### src/rtl/core/fisr_pkg.sv
// ----------------------------------------------------------------------------
// fisr_pkg
// Constants and single-precision helper functions for the reciprocal
// square root pipeline.
// ----------------------------------------------------------------------------
`default_nettype none

package fisr_pkg;

   localparam logic [31:0] MAGIC_GUESS   = 32'h5f3759df;
   localparam logic [31:0] ONE_HALF_BITS = 32'h3fc00000;
   localparam logic [31:0] HALF_BITS     = 32'h3f000000;
   localparam logic [31:0] DEFAULT_NAN   = 32'hffc00000;
   localparam logic [31:0] QUIET_BIT     = 32'h00400000;
   localparam logic [31:0] SIGN_BIT      = 32'h80000000;

   function automatic logic is_nan(logic [31:0] a);
      return a[30:0] > 31'h7f800000;
   endfunction

   function automatic logic is_inf(logic [31:0] a);
      return a[30:0] == 31'h7f800000;
   endfunction

   function automatic logic is_zero(logic [31:0] a);
      return a[30:0] == 31'h0;
   endfunction

   function automatic logic [23:0] unpack_man(logic [31:0] a);
      return (a[30:23] != 8'h0) ? {1'b1, a[22:0]} : {1'b0, a[22:0]};
   endfunction

   // exponent of the integer significand, subnormals share the smallest one
   function automatic logic signed [11:0] unpack_exp(logic [31:0] a);
      logic signed [11:0] ex;
      ex = $signed({4'b0, a[30:23]});
      return (a[30:23] != 8'h0) ? ex - 12'sd150 : -12'sd149;
   endfunction

   // index of the most significant set bit
   function automatic logic [5:0] lead_one(logic [63:0] m);
      logic [5:0] p;
      p = 6'd0;
      for (int i = 0; i < 64; i++) begin
         if (m[i]) p = 6'(i);
      end
      return p;
   endfunction

   // round sign * m * 2^e to single, nearest even, m nonzero with msb at p
   function automatic logic [31:0] round_pack(logic sign, logic signed [11:0] e,
                                              logic [5:0] p, logic [63:0] m);
      logic signed [11:0] k;
      logic signed [11:0] sh;
      logic signed [11:0] field;
      logic [11:0]        neg;
      logic [7:0]         shc;
      logic [127:0]       wide;
      logic [63:0]        lft;
      logic [24:0]        q;
      k = $signed({6'b0, p}) + e - 12'sd23;
      if (k < -12'sd149) k = -12'sd149;
      sh = k - e;
      if (sh <= 12'sd0) begin
         neg = 12'(-sh);
         lft = m << neg[5:0];
         q = lft[24:0];
      end else begin
         shc = (sh > 12'sd128) ? 8'd128 : sh[7:0];
         wide = {m, 64'b0} >> shc;
         q = wide[88:64];
         if (wide[63] && ((|wide[62:0]) || q[0])) q = q + 25'd1;
      end
      if (q[24]) begin
         q = q >> 1;
         k = k + 12'sd1;
      end
      field = k + 12'sd150;
      if (q[23]) begin
         if (field >= 12'sd255) return {sign, 8'hff, 23'h0};
         return {sign, field[7:0], q[22:0]};
      end
      return {sign, 8'h0, q[22:0]};
   endfunction

endpackage

`default_nettype wire

### src/rtl/core/fisr_fmul.sv
// ----------------------------------------------------------------------------
// fisr_fmul
// Three-stage single-precision multiplier: multiply, leading-one search,
// round and pack.
// ----------------------------------------------------------------------------
`default_nettype none

module fisr_fmul
   import fisr_pkg::*;
(
   input  wire logic        clock,
   input  wire logic        en,
   input  wire logic [31:0] a,
   input  wire logic [31:0] b,
   output logic      [31:0] y
);

   logic               spec_in, spec1_ff, spec2_ff;
   logic [31:0]        sval_in, sval1_ff, sval2_ff;
   logic               sign_in, sign1_ff, sign2_ff;
   logic [47:0]        prod_in, prod1_ff;
   logic [63:0]        prod2_ff;
   logic signed [11:0] exp_in, exp1_ff, exp2_ff;
   logic [5:0]         lead_ff;
   logic [31:0]        y_ff;

   always_comb begin
      sign_in = a[31] ^ b[31];
      spec_in = 1'b1;
      sval_in = {sign_in, 31'h0};
      if (is_nan(a)) begin
         sval_in = a | QUIET_BIT;
      end else if (is_nan(b)) begin
         sval_in = b | QUIET_BIT;
      end else if (is_inf(a) || is_inf(b)) begin
         sval_in = (is_zero(a) || is_zero(b)) ? DEFAULT_NAN : {sign_in, 31'h7f800000};
      end else if (is_zero(a) || is_zero(b)) begin
         sval_in = {sign_in, 31'h0};
      end else begin
         spec_in = 1'b0;
      end
      prod_in = unpack_man(a) * unpack_man(b);
      exp_in  = unpack_exp(a) + unpack_exp(b);
   end

   always_ff @(posedge clock) begin
      if (en) begin
         spec1_ff <= spec_in;
         sval1_ff <= sval_in;
         sign1_ff <= sign_in;
         prod1_ff <= prod_in;
         exp1_ff  <= exp_in;
         spec2_ff <= spec1_ff;
         sval2_ff <= sval1_ff;
         sign2_ff <= sign1_ff;
         prod2_ff <= {16'b0, prod1_ff};
         exp2_ff  <= exp1_ff;
         lead_ff  <= lead_one({16'b0, prod1_ff});
         y_ff     <= spec2_ff ? sval2_ff : round_pack(sign2_ff, exp2_ff, lead_ff, prod2_ff);
      end
   end

   assign y = y_ff;

endmodule

`default_nettype wire

### config.mk
export PLATFORM = sky130hd
export DESIGN_NAME = fisr_fmul
export DESIGN_NICKNAME = d
export VERILOG_FILES = /design/src/rtl/core/fisr_pkg.sv /design/src/rtl/core/fisr_fmul.sv
export SDC_FILE = /design/constraint.sdc
export NUM_CORES = 2
export LEC_CHECK = 0
export BUFFER_PORTS_ARGS = -buffer_cell sky130_fd_sc_hd__clkbuf_2
export CAP_MARGIN = 5
export CORE_AREA = 2 2 298 300
export DETAILED_ROUTE_END_ITERATION = 8
export DIE_AREA = 0 0 300 302
export PLACE_DENSITY_LB_ADDON = 0.1
export RECOVER_POWER = 100
export SYNTH_ARGS = -nofsm -noshare
export SYNTH_HDL_FRONTEND = slang
export SYNTH_SLANG_ARGS = --single-unit
### constraint.sdc
create_clock -name clock -period 14 [get_ports clock]
set_clock_uncertainty 0.15 [all_clocks]
set_input_delay 0.7 -clock clock [delete_from_list [all_inputs] [get_ports clock]]
set_output_delay 0.7 -clock clock [all_outputs]
set_load 0.1 [all_outputs]
# Word level (Yosys, flattened, before mapping)
# Cells that the tools add are included.
# W data, S select, Z words.
[totals]
reg_bits = 226
in_bits = 66
output_inout_bits = 32
word_cells = 129
[op_classes]
addsub = 10
n_mul = 1
magnitude_cmp = 6
n_eq_ne = 2
n_shift = 2
muxes = 75
bitwise_logic = 1
n_reduce_logical = 15
[op_table]
columns = ["operator", "count"]
rows = [
  ["$mux W32", 9],
  ["$mux W6", 30],
  ["$shr A112 B8 Y89", 1],
  ["$mux W24", 4],
  ["$mux W25", 3],
  ["$mux W12", 6],
  ["$reduce_or A63 Y1", 1],
  ["$eq A31 B31 Y1 const B", 2],
  ["$gt A31 B31 Y1 const B", 2],
  ["$logic_not A31 Y1", 2],
  ["$mul A24 B24 Y48", 1],
  ["$shl A48 B6 Y25", 1],
  ["$mux W4", 8],
  ["$add A25 B1 Y25 const B", 1],
  ["$sub A8 B8 Y9 const B", 2],
  ["$reduce_bool A8 Y1", 2],
  ["$reduce_or A16 Y1", 1],
  ["$add A12 B12 Y12", 1],
  ["$add A12 B2 Y12 const B", 1],
  ["$add A12 B9 Y12 const B", 1],
  ["$add A7 B12 Y12", 1],
  ["$ge A12 B9 Y1 const B", 1],
  ["$gt A12 B9 Y1 const B", 1],
  ["$le A12 B1 Y1 const B", 1],
  ["other kinds (15)", 29],
]

# Longest topological paths before layout
[depth]
word_depth = 46
mapped_depth = 60
ltp_nobuf = 52

# Worst setup path after synthesis
# Ideal clock, no wire load.
[synth_timing]
path_kind = "reg2reg"
from = "reg exp2_ff[1]"
to = "reg y_ff[16], in the netlist y[16], data pin"
setup_time_ns = 0.254
arrival_ns = 11.240
t_required_ns = 13.596
setup_slack_ns = 2.356
stages_incl_launch_ff = 55
path_buffers = 12
period_less_slack_ns = 11.644
path_cell_list = "edfxtp_1 -> ha_1 -> ha_1 -> fa_1 -> nand2_1 -> nand2_1 -> a21oi_1 -> o21bai_1 -> a21oi_1 -> o21bai_1 -> a21oi_1 -> o21bai_1 -> a21oi_1 -> xnor2_1 -> or4b_2 -> ha_1 -> buf_2 -> mux2i_1 -> [19 not listed] -> inv_1 -> nor3b_1 -> and4b_1 -> nand4_1 -> a221o_2 -> and3_4 -> buf_6 -> nand2_1 -> o21ai_0 -> ha_1 -> o32a_1 -> o211a_1 -> o21a_1 -> nor3_1 -> o2111ai_1 -> a21oi_2 -> buf_4 -> nor2_1"
[synth_between]
elab_chain_len = 26
elab_cells_between_ends = 35
cone_classes = "add/sub (7); order compare (4); shift (2); mux (19); reduce/logical (3)"
[synth_lines]
columns = ["item", "line_no", "text"]
rows = [
  ["from (decl)", "fisr_fmul.sv:23", "logic signed [11:0] exp_in, exp1_ff, exp2_ff;"],
  ["from (signal assigned)", "fisr_fmul.sv:57", "exp2_ff <= exp1_ff;"],
  ["parallel branches: the longest is 24 deep, another holds $add A25 B1 Y25", "-", ""],
  ["$mux W32 *", "fisr_pkg.sv:83", "return {sign, 8'h0, q[22:0]};"],
  ["$mux W32 *", "fisr_fmul.sv:59", "y_ff <= spec2_ff ? sval2_ff : round_pack(sign2_ff, exp2_ff, lead_ff, prod2_ff);"],
  ["to (signal assigned)", "fisr_fmul.sv:59", ""],
  ["to (decl)", "fisr_fmul.sv:25", "logic [31:0] y_ff;"],
]
# Every way passes the cells marked *. The select of a mux whose other input is x is not followed.
# A chain may end at the register's enable or synchronous reset.

# Worst setup path after layout
[layout_timing]
from = "reg exp2_ff[1]"
to = "reg y_ff[15], in the netlist y[15], data pin"
# The elaborated chain is that of the path after synthesis.

==> results.py <==
metrics = {
    "route": {
        "via_per_inst": 5.90,
        "highest_layer": "met5",
        "drt-met1-wl_um": 60000,
        "ant_nets": 0,
        "met2RoutedLength_um": 68500,
        "wire_per_inst_um": 26.3,
        "via_count": 32334,
        "detail_route.drc_violations": 0,
        "wl_met3_um": 8130,
        "detail_route.wirelength_um": 144000,
        "dr.pass1.iters": 7,
        "detailedRoute.firstIterationViolations": 2610,
    },
    "place": {
        "gp_congestion": 1.01,
        "detailed_place_hpwl_um": 112000,
        "port_buffers": 97,
    },
    "hold_path": {
        "hold_path_startpoint": "sval1_ff[14]$_DFFE_PP_",
        "holdPathEnd": "sval2_ff[14]$_DFFE_PP_",
        "hold_path_class": "flip-flop to flip-flop",
        "whs_path_depth": 0,
    },
    "synthesis": {
        "synth_area_um2": 37300,
        "post-synth-top-area-cell": "sky130_fd_sc_hd__fa_1",
        "synth_fp_nets": 5067,
        "synth_edf_count": 226,
        "synth_sequential_area_ratio": 0.182,
        "synth-async-reset-ratio": 0,
        "synth_cell_type_count": 112,
        "synth.avg_cell_area_um2": 8.68,
        "main_area_contributors_after_synthesis": "sky130_fd_sc_hd__fa_1 26%, sky130_fd_sc_hd__edfxtp_1 18%, sky130_fd_sc_hd__ha_1 7.2%",
        "yosys_warnings": 0,
        "yosys_register_bits": 226,
        "synth_top_area_frac": 0.260,
        "synthCells": 4300,
        "ys.flop_type": "sky130_fd_sc_hd__edfxtp_1",
    },
    "timing": {
        "final-hold-violation-count": 0,
        "setup_violations": 0,
        "clock_period_minus_worst_slack_ns": 13.05,
        "tightestPinTransition_ns": 5.08,
        "timing.final.crit_share": 0.932,
        "fmax_ghz": 0.0766,
        "rsz0062_at_grt": "false",
        "maxSlewViolCount": 332,
        "fin_setup_tns_ns": 0,
        "timing.max_slew.rel_slack": -2.39,
    },
    "clock_network": {
        "cts_tree": "built",
        "cts.htree.levels": 1,
        "cts_made_buffers": 24,
        "clockBufferDepth": 3,
        "cts.clk_slew.worst_paths_ns": 0.06,
        "cts_root_buffer": "sky130_fd_sc_hd__clkbuf_16",
        "cts.repair_timing.setup_buffer_count": 0,
        "post_cts.resized_instances": 0,
        "cts.hold.buffers_added": 0,
        "clk_sink_count": 226,
        "worst_skew_pair.late_latency_ns": 0.56,
    },
    "critical_path": {
        "crit-reg2reg-capture": "y[15]$_DFFE_PP_",
        "critPathArrivalTime_ns": 13.19,
        "timing.rr.start": "exp2_ff[1]$_DFFE_PP_",
        "critical_path.startpoint_type": "flip-flop",
        "endpoint_kind": "flip-flop",
        "r2r_cells": 46,
        "critical-path-slowest-cell": "sky130_fd_sc_hd__o32ai_1",
        "critPathKind": "flip-flop to flip-flop",
        "setup_slack_on_the_worst_flop_to_flop_path_ns": 0.95,
        "worst-path-buf-inv": 4,
        "critical_path_required_ns": 14.14,
        "timing.critical_path.slowest_cell_delay_ns": 0.92,
        "worst_path_dominant_cell_family": "compound AO/OA/AOI/OAI gates",
        "timing.critical_path.from": "exp2_ff[1]$_DFFE_PP_",
        "critPathMaxFanout": 19,
    },
    "run_status": {
        "status": "complete, but fails checks",
        "violations": "max-capacitance violations, max-slew violations",
    },
    "die": {
        "row_count": 109,
        "fp.dieArea_um2": 90600,
        "start_util": 0.426,
        "die_x_um": 300,
        "fp.dieH_um": 302,
        "design.core.area_um2": 87600,
        "ioPinCount": 98,
    },
    "grt": {
        "pin_count_of_the_biggest_net_entering_global_routing": 95,
        "sum_of_overflow_across_all_layers_after_global_routing": 0,
        "grt_first_pass_wirelength_um": 213000,
        "antenna_violations_before_repair": 5,
        "first_global_vias": 32066,
        "globalRouteTotalUtil": 0.316,
    },
    "cells_and_area": {
        "layout_common_cells": "674 x sky130_fd_sc_hd__nand2_1, 568 x sky130_fd_sc_hd__inv_1, 484 x sky130_fd_sc_hd__fa_1, 226 x sky130_fd_sc_hd__edfxtp_1, 216 x sky130_fd_sc_hd__ha_1",
        "signed_area_change_from_the_synthesized_netlist_to_the_final_layout_pct": 7.43,
        "mostFrequentLayoutCell": "sky130_fd_sc_hd__nand2_1",
        "final_layout_size_suffix_gt1_frac": 0.0767,
        "number_of_nets_in_the_final_layout": 5067,
    },
    "job": {
        "maxCapViolCount": 6,
    },
}
state kept, by name (all words and copies together) (netlist names):
name      count
sign2_ff      1
prod2_ff     48
lead_ff       6
exp1_ff      12
sval1_ff     32
exp2_ff      12
y            32
sign1_ff      1
spec1_ff      1
sval2_ff     32
prod1_ff     48
spec2_ff      1
final cells by class:
class                           instances  area, um2
Multi-Input combinational cell       3233      27400
Antenna cell                            1       2.50
Clock inverter                         12        129
Sequential cell                       226       6790
Fill cell                            8787      47500
Tap cell                             1165       1460
Inverter                              570       2140
Timing Repair Buffer                  245       1560
Clock buffer                           28        616
cells by family (layout without fill, tap and decap cells):
family	count (synthesis)	count (layout)	share of synthesized area
buffers and inverters	841	855	0.0869
XOR/XNOR	125	125	0.0297
adder cells (fa/ha/maj)	701	701	0.332
flip-flops	226	226	0.182
AND/OR/NAND/NOR	1471	1471	0.185
multiplexers	110	110	0.0301
AO/OA/AOI/OAI	826	826	0.154
other	0	1	0
worst max-delay path by stage:
stage	cells past startpoint	end
6_report	46	y[15]$_DFFE_PP_
5_1_grt	46	y[15]$_DFFE_PP_
4_1_cts	46	y[15]$_DFFE_PP_
3_5_place_dp	46	y[15]$_DFFE_PP_
3_3_place_gp	46	y[15]$_DFFE_PP_
2_1_floorplan	54	y[16]$_DFFE_PP_
routing by layer:
metal,vias up,global-route usage
met5,-,0
met4,2,0.145
met2,1235,0.530
met1,16305,0.415
li1,14478,-
met3,314,0.0304
cells in the mapped netlist, drive strengths merged (39+ instances only):
master / instances
o21ai: 172
inv: 569
a21oi: 195
a211oi: 45
nand2: 675
ha: 216
nor3: 88
and2: 219
nor2: 205
a31oi: 49
mux2i: 101
clkbuf: 218
xnor2: 86
buf: 53
xor2: 39
edfxtp: 226
nand3: 98
o211ai: 42
fa: 485
through the flow:
step           cell area, um2  setup slack, ns  hold WS (ns)  cells   util
6_report                40100            0.950         0.254   5480  0.458
4_1_cts                 40200             1.12         0.244   5479  0.459
5_1_grt                 40100           0.0333         0.249   5479  0.458
2_1_floorplan           37300             2.36         0.250   4300      -
3_3_place_gp            39400             1.22         0.251   5439  0.450
3_5_place_dp            39400             1.20         0.255   5439  0.450
worst register-to-register path: cells and delay by family, from the launching register on:
| kind | cells | cell delay (ns) |
|---|---|---|
| compound gates | 22 | 6.23 |
| xor+xnor | 2 | 0.35 |
| fa+ha+maj | 6 | 2.18 |
| buf+inv | 4 | 0.81 |
| flops | 1 | 0.47 |
| simple gates | 12 | 2.59 |
Power is not shown: default switching activity piles up to over one toggle a cycle in this logic, so the estimate is an artifact.
